===== src/tlf_pkg.sv =====
// Shared constants and types for the text line folder.
package tlf_pkg;

  localparam logic [7:0] CH_TAB   = 8'd9;
  localparam logic [7:0] CH_NL    = 8'd10;
  localparam logic [7:0] CH_BLANK = 8'd32;

  typedef struct packed {
    logic [7:0] ch;
    logic       last;
  } out_entry_t;

endpackage


===== src/text_line_folder_core.sv =====
// Text line folder top level: line buffer control, emit sequencer and channels.
//
//   channel | signals                         | dir | moves
//   --------+---------------------------------+-----+-------------------------------
//   in      | in_valid, in_stall, in_char     | in  | one character per transaction
//   out     | out_valid, out_stall, out_char, | out | one output character per
//           | last                            |     | transaction, last on final one
//
// An ordinary character that does not fill the line is written without stalling the input.
// A tab writes its blanks one at a time, the first when it is accepted, the rest in S_TAB.
// A line flush reads the line from memory, one read per character, then issues the
// newline; each character passes the RAM read register and the token register into
// the output queue before it reaches out; out_stall slows this.
// No clearing pass after reset; the line buffer is never read before it is written.
// in_stall is high while a tab expands or a line is being read out.
module text_line_folder_core #(
  parameter int LINE_WIDTH = 32,
  parameter int TAB_STOP   = 8
) (
  input  logic       clk,
  input  logic       rst,
  input  logic       in_valid,
  output logic       in_stall,
  input  logic [7:0] in_char,
  output logic       out_valid,
  input  logic       out_stall,
  output logic [7:0] out_char,
  output logic       last
);

  localparam int AW = $clog2(LINE_WIDTH);
  localparam int CW = $clog2(LINE_WIDTH + 1);
  localparam logic [CW-1:0] W_C = CW'(LINE_WIDTH);

  function automatic logic [LINE_WIDTH:0] stop_map();
    logic [LINE_WIDTH:0] m;
    int ph;
    m  = '0;
    ph = 0;
    for (int i = 0; i <= LINE_WIDTH; i++) begin
      m[i] = (ph == 0);
      ph   = ph + 1;
      if (ph == TAB_STOP) begin
        ph = 0;
      end
    end
    return m;
  endfunction

  localparam logic [LINE_WIDTH:0] STOP_MAP = stop_map();

  function automatic logic [AW-1:0] phys(input logic [AW-1:0] b, input logic [CW-1:0] off);
    logic [CW:0] s;
    s = (CW+1)'(b) + (CW+1)'(off);
    if (s >= (CW+1)'(LINE_WIDTH)) begin
      s = s - (CW+1)'(LINE_WIDTH);
    end
    return s[AW-1:0];
  endfunction

  typedef enum logic [1:0] {S_IDLE, S_TAB, S_EMIT} state_t;

  state_t        state;
  logic [CW-1:0] fill;
  logic [AW-1:0] base;
  logic [CW-1:0] last_blank;
  logic [CW-1:0] emit_idx;
  logic [CW-1:0] emit_len;
  logic [CW-1:0] emit_rest;
  logic          tok_valid;
  logic          tok_nl;

  logic          in_acc;
  logic          pop;
  logic [1:0]    fifo_cnt;
  logic [1:0]    occ;
  logic          can_issue;
  logic          issue;
  logic          issue_nl;
  logic          wr_en;
  logic [AW-1:0] wr_addr;
  logic [7:0]    wr_data;
  logic          rd_en;
  logic [AW-1:0] rd_addr;
  logic [7:0]    rd_data;
  logic          char_blank;
  logic [CW-1:0] lbx;

  tlf_pkg::out_entry_t push_entry;
  tlf_pkg::out_entry_t head;

  assign in_stall   = (state != S_IDLE);
  assign in_acc     = in_valid & ~in_stall;
  assign pop        = out_valid & ~out_stall;
  assign occ        = fifo_cnt + 2'(tok_valid);
  assign can_issue  = (occ < 2'd2) | pop;
  assign char_blank = (in_char == tlf_pkg::CH_BLANK) && (fill != '0);
  assign lbx        = char_blank ? fill : last_blank;

  always_comb begin
    wr_en    = 1'b0;
    wr_addr  = phys(base, fill);
    wr_data  = in_char;
    rd_en    = 1'b0;
    rd_addr  = phys(base, emit_idx);
    issue    = 1'b0;
    issue_nl = 1'b0;
    unique case (state)
      S_IDLE: begin
        if (in_acc && in_char != tlf_pkg::CH_NL) begin
          wr_en = 1'b1;
          if (in_char == tlf_pkg::CH_TAB) begin
            wr_data = tlf_pkg::CH_BLANK;
          end
        end
      end
      S_TAB: begin
        if (fill != W_C && !STOP_MAP[fill]) begin
          wr_en   = 1'b1;
          wr_data = tlf_pkg::CH_BLANK;
        end
      end
      S_EMIT: begin
        if (can_issue) begin
          issue = 1'b1;
          if (emit_idx < emit_len) begin
            rd_en = 1'b1;
          end else begin
            issue_nl = 1'b1;
          end
        end
      end
      default: begin
      end
    endcase
  end

  always_ff @(posedge clk) begin
    if (rst) begin
      state      <= S_IDLE;
      fill       <= '0;
      base       <= '0;
      last_blank <= '0;
      tok_valid  <= 1'b0;
      tok_nl     <= 1'b0;
    end else begin
      tok_valid <= issue;
      tok_nl    <= issue_nl;
      unique case (state)
        S_IDLE: begin
          if (in_acc) begin
            if (in_char == tlf_pkg::CH_NL) begin
              emit_len   <= fill;
              emit_rest  <= '0;
              emit_idx   <= '0;
              last_blank <= '0;
              state      <= S_EMIT;
            end else if (in_char == tlf_pkg::CH_TAB) begin
              if (fill != '0) begin
                last_blank <= fill;
              end
              fill  <= fill + 1'b1;
              state <= S_TAB;
            end else if (fill == W_C - 1'b1) begin
              if (lbx == '0) begin
                emit_len  <= W_C;
                emit_rest <= '0;
              end else begin
                emit_len  <= lbx + 1'b1;
                emit_rest <= W_C - (lbx + 1'b1);
              end
              emit_idx   <= '0;
              last_blank <= '0;
              state      <= S_EMIT;
            end else begin
              if (char_blank) begin
                last_blank <= fill;
              end
              fill <= fill + 1'b1;
            end
          end
        end
        S_TAB: begin
          if (fill == W_C) begin
            emit_len   <= W_C;
            emit_rest  <= '0;
            emit_idx   <= '0;
            last_blank <= '0;
            state      <= S_EMIT;
          end else if (STOP_MAP[fill]) begin
            state <= S_IDLE;
          end else begin
            last_blank <= fill;
            fill       <= fill + 1'b1;
          end
        end
        S_EMIT: begin
          if (can_issue) begin
            if (emit_idx < emit_len) begin
              emit_idx <= emit_idx + 1'b1;
            end else begin
              fill  <= emit_rest;
              base  <= phys(base, emit_len);
              state <= S_IDLE;
            end
          end
        end
        default: begin
          state <= S_IDLE;
        end
      endcase
    end
  end

  tlf_line_ram #(
    .DEPTH(LINE_WIDTH),
    .AW   (AW)
  ) u_ram (
    .clk    (clk),
    .wr_en  (wr_en),
    .wr_addr(wr_addr),
    .wr_data(wr_data),
    .rd_en  (rd_en),
    .rd_addr(rd_addr),
    .rd_data(rd_data)
  );

  assign push_entry.ch   = tok_nl ? tlf_pkg::CH_NL : rd_data;
  assign push_entry.last = tok_nl;

  tlf_out_fifo u_fifo (
    .clk       (clk),
    .rst       (rst),
    .push      (tok_valid),
    .push_entry(push_entry),
    .pop       (pop),
    .head      (head),
    .cnt       (fifo_cnt)
  );

  assign out_valid = (fifo_cnt != 2'd0);
  assign out_char  = head.ch;
  assign last      = head.last;

  a_no_overflow: assert property (@(posedge clk) disable iff (rst)
    tok_valid |-> (fifo_cnt < 2'd2 || pop))
    else $error("output queue overflow");

  a_fill_range: assert property (@(posedge clk) disable iff (rst)
    (state == S_IDLE) |-> (fill < W_C))
    else $error("fill count reached line width while idle");

  a_blank_below_fill: assert property (@(posedge clk) disable iff (rst)
    (state == S_IDLE) |-> (last_blank == '0 || last_blank < fill))
    else $error("break point beyond buffered text");

  a_nl_emits: assert property (@(posedge clk) disable iff (rst)
    (in_acc && in_char == tlf_pkg::CH_NL) |=> (state == S_EMIT))
    else $error("newline did not start a line flush");

endmodule


===== src/tlf_line_ram.sv =====
// Line buffer memory: one write port, one registered read port.
module tlf_line_ram #(
  parameter int DEPTH = 32,
  parameter int AW    = 5
) (
  input  logic          clk,
  input  logic          wr_en,
  input  logic [AW-1:0] wr_addr,
  input  logic [7:0]    wr_data,
  input  logic          rd_en,
  input  logic [AW-1:0] rd_addr,
  output logic [7:0]    rd_data
);

  logic [7:0] mem [DEPTH];

  always_ff @(posedge clk) begin
    if (wr_en) begin
      mem[wr_addr] <= wr_data;
    end
    if (rd_en) begin
      rd_data <= mem[rd_addr];
    end
  end

endmodule


===== src/tlf_out_fifo.sv =====
// Two-entry output queue that parts the emit pipeline from the output channel.
module tlf_out_fifo (
  input  logic                clk,
  input  logic                rst,
  input  logic                push,
  input  tlf_pkg::out_entry_t push_entry,
  input  logic                pop,
  output tlf_pkg::out_entry_t head,
  output logic [1:0]          cnt
);

  tlf_pkg::out_entry_t ent0;
  tlf_pkg::out_entry_t ent1;

  always_ff @(posedge clk) begin
    if (rst) begin
      cnt <= 2'd0;
    end else begin
      case ({push, pop})
        2'b10: begin
          if (cnt == 2'd0) begin
            ent0 <= push_entry;
          end else begin
            ent1 <= push_entry;
          end
          cnt <= cnt + 2'd1;
        end
        2'b01: begin
          ent0 <= ent1;
          cnt  <= cnt - 2'd1;
        end
        2'b11: begin
          if (cnt == 2'd1) begin
            ent0 <= push_entry;
          end else begin
            ent0 <= ent1;
            ent1 <= push_entry;
          end
        end
        default: begin
        end
      endcase
    end
  end

  assign head = ent0;

endmodule


===== config.mk =====
export PLATFORM = sky130hd
export DESIGN_NAME = text_line_folder_core
export DESIGN_NICKNAME = d
export VERILOG_FILES = /design/src/tlf_pkg.sv /design/src/text_line_folder_core.sv /design/src/tlf_line_ram.sv /design/src/tlf_out_fifo.sv
export SDC_FILE = /design/constraint.sdc
export NUM_CORES = 1
export LEC_CHECK = 0
export ABC_AREA = 1
export BUFFER_PORTS_ARGS = -buffer_cell sky130_fd_sc_hd__buf_2
export CORE_ASPECT_RATIO = 0.5
export CORE_MARGIN = 5
export CORE_UTILIZATION = 29
export DETAILED_ROUTE_END_ITERATION = 8
export PLACE_DENSITY = 0.49
export SLEW_MARGIN = 10
export SYNTH_ARGS = -nofsm -noshare
export SYNTH_HDL_FRONTEND = slang
export SYNTH_HIERARCHICAL = 1
export SYNTH_SLANG_ARGS = --single-unit

===== constraint.sdc =====
create_clock -name clk -period 3.7 [get_ports clk]
set_clock_uncertainty 0.05 [all_clocks]
set_input_delay 0.74 -clock clk [delete_from_list [all_inputs] [get_ports clk]]
set_output_delay 0.74 -clock clk [all_outputs]
set_load 0.1 [all_outputs]

==> impl_metrics.ini <==
[critical_path]
reg2reg_to = u_ram/mem[19][1]$_DFFE_PP_
cp_max_fo = 10
reg2reg_setup_slack_ns = 0.43
worstSetupEndpointType = flip-flop
start_kind = flip-flop
required_ns = 3.88
arrival_ns = 3.45
cpPeakStageDelay_ns = 0.49
ff2ff_path_depth = 13
crit_path_frequent_cell = nor2_1
critPathSlowestCell = dfxtp_1
r2r_start = fill[1]$_SDFFE_PP0N_
cp_cell_sequence = inv_1 -> ha_1 -> nand3_1 -> nor2_1 -> nor2_1 -> inv_1 -> nor2_1 -> inv_2 -> o21ai_0 -> nand3_1 -> buf_4 -> nor2_1 -> buf_4
worstSetupPathType = flip-flop to flip-flop

[clock_tree]
post-cts-setup-buffer-count = 0
h-tree-depth = 2
cts_resized = 0
tritoncts = built
numCtsBuffers = 35
clkTransAtPathRegs_ns = 0.06
cts_hold_repair.buffers = 0
clk-insertion-delay-late_ns = 0.52
cts.sinks = 324
clockRootBuffer = clkbuf_16
clockBufferDepth = 3

[job]
max_cap_viol_count = 0

[sta]
rsz0062_at_grt = false
setup_tns_ns = 0
slew_headroom_pct = 35.4
tightest_slew_ns = 0.968
period_needed_ns = 3.27
period_share_pct = 88.5
slew_violations = 0
setup_viol_count_final = 0
final-hold-violation-count = 0
fmax_mhz = 305
hold_slack_ns = 0.467

[floorplanning]
core_mm2 = 0.0517
die_width_um = 333
rows = 59
ios = 23
start_util_pct = 29.2
dieArea_mm2 = 0.0570
die_h_um = 171

[synthesis]
synth_top_area_cell = edfxtp_1
yosys_warnings = 6
netlist_top_cells_count = nand2_1, edfxtp_1, nand3_1
yosysTopAreaCellShare_pct = 59.7
async_flop_share_pct = 0
yosys-top-cells-area = edfxtp_1, nand2_1, nand3_1
ys_seq_area_share_pct = 62.9
postSynthAreaPerCell_um2 = 10.3
yosysMostFrequentCell = nand2_1
synth_ff_type = edfxtp_1
syn_area_mm2 = 0.0151
synth-seq-cells = 324
synthDistinctLibCells = 42
syn-num-nets = 1506
syn-instance-count = 1461
synth_edf_count = 300

[detailed_routing]
drt-total-wl_um = 41300
route.detailed.drc = 0
vias_per_cell = 4.64
firstDrtPassIters = 6
detail-route-antenna-nets = 0
wl_per_cell_um = 18.4
num_vias = 10400
drt_iter0_drc = 861

[worst_hold_path]
hold_path_depth = 2
hold_class = flip-flop to flip-flop
hp-start = u_fifo/ent1[1]$_DFFE_PP_
hold_end = u_fifo/head[1]$_DFFE_PP_

[global_routing]
grt_pass1_wl_um = 63400
grt_max_degree = 129
grt.total_usage_pct = 14.3
grt_pass1_vias = 10400
grt_overflow = 0
antenna_found_initial = 0

[power_and_ir_drop]
pwr_density_cell_mw_per_mm2 = 475
power_mw = 8.24
ir_drop_mv = 0.214
p_leak_nw = 6.74

[cells_and_area]
final_cell_area_mm2 = 0.0173
fin_util_pct = 33.5
final_layout_size_suffix_gt1_share_pct = 12.1
nets = 1568
area_growth_syn_to_layout_pct = 14.9
antenna_cells = 0

[outcome]
status = finished, final reports clean

[place]
place.port_buffers = 22
postPlaceCellArea_mm2 = 0.0162
globalplace.congestion = 0.837
dp_hpwl_um = 26600
-- metal layers --
layer	track usage (%)	wire [µm]
met1	20.2	19700
met2	23.4	18900
met4	3.23	719
met3	2.38	2030
met5	0	0
-- area by class of cell --
| class | instances | area [µm²] |
|---|---|---|
| flip-flops and latches | 324 | 9490 |
| clock inverters | 24 | 249 |
| clock buffers | 38 | 930 |
| inverters | 107 | 404 |
| repair buffers | 83 | 631 |
| fillers | 5248 | 34400 |
| multi-input cells | 972 | 4760 |
| well taps | 701 | 877 |
-- layout by cell type (no fill, tap or decap), types with 2 or more instances in the layout --
cell / count
clkbuf_16: 37
nor3_1: 4
inv_2: 6
clkinv_1: 10
nand2_4: 10
or2_2: 2
dfxtp_1: 24
buf_2: 22
inv_1: 100
fa_1: 3
o211ai_1: 14
edfxtp_1: 300
nand3_2: 2
xor2_1: 10
buf_12: 5
o21ai_1: 2
nor2_4: 2
ha_1: 29
nand3b_1: 2
nand3_4: 3
nor2_2: 9
clkinvlp_4: 2
nor2_1: 87
nand2_2: 12
o21ai_0: 23
clkinv_2: 6
o22ai_1: 5
nand3_1: 246
xnor2_1: 2
a21oi_1: 27
nand4_1: 2
nand2_1: 464
buf_4: 56
bufinv_16: 5
-- worst max-delay path, delay by kind of cell, from the launching register on --
family | cells | cell delay [ns]
simple gates | 6 | 1.05
flops | 1 | 0.49
fa+ha+maj | 1 | 0.26
buf+inv | 5 | 0.90
compound gates | 1 | 0.21
-- sequential cells by signal, indices dropped and copies added, names as in the netlist, named ones only --
name and cells:
emit_idx 6, base 5, u_ram/mem 256, u_ram/rd_data 8, state 2, u_fifo/head 9
emit_len 6, emit_rest 6, u_fifo/ent1 9, tok_nl 1, last_blank 6, u_fifo/cnt 2
fill 6, tok_valid 1
-- through the flow --
stage / std cells / worst slack, ns
floorplan: 1461 / 0.631
global placement: 2187 / 0.511
detailed placement: 2187 / 0.460
CTS: 2249 / 0.445
global route: 2249 / 0.164
finish: 2249 / 0.425
-- where the power goes --
group	total, mW	switching (mW)	internal, mW
Sequential	4.09	0.0292	4.06
Clock	3.60	1.44	2.16
Combinational	0.555	0.415	0.140
-- cells by family after synthesis --
group | synth area share [%]
XOR/XNOR | 0.755
AO/OA/AOI/OAI | 2.95
AND/OR/NAND/NOR | 24.7
adder cells (fa/ha/maj) | 2.89
flip-flops | 62.9
multiplexers | 0.0664
buffers and inverters | 5.75
-- worst max-delay path by stage --
| stage | depth (start not counted) | slack (ns) | startpoint | to |
|---|---|---|---|---|
| global placement | 13 | 0.51 | fill[1]$_SDFFE_PP0N_ | u_ram/mem[3][0]$_DFFE_PP_ |
| floorplan | 6 | 0.63 | state[0]$_SDFFE_PP0P_ | emit_len[0]$_SDFFCE_PP0P_ |
| finish | 13 | 0.43 | fill[1]$_SDFFE_PP0N_ | u_ram/mem[19][1]$_DFFE_PP_ |
| detailed placement | 13 | 0.46 | fill[1]$_SDFFE_PP0N_ | u_ram/mem[27][2]$_DFFE_PP_ |
| global route | 13 | 0.16 | fill[1]$_SDFFE_PP0N_ | u_ram/mem[19][3]$_DFFE_PP_ |
| CTS | 13 | 0.45 | fill[1]$_SDFFE_PP0N_ | u_ram/mem[27][7]$_DFFE_PP_ |
Note: power is estimated with default switching activity, not from simulation.
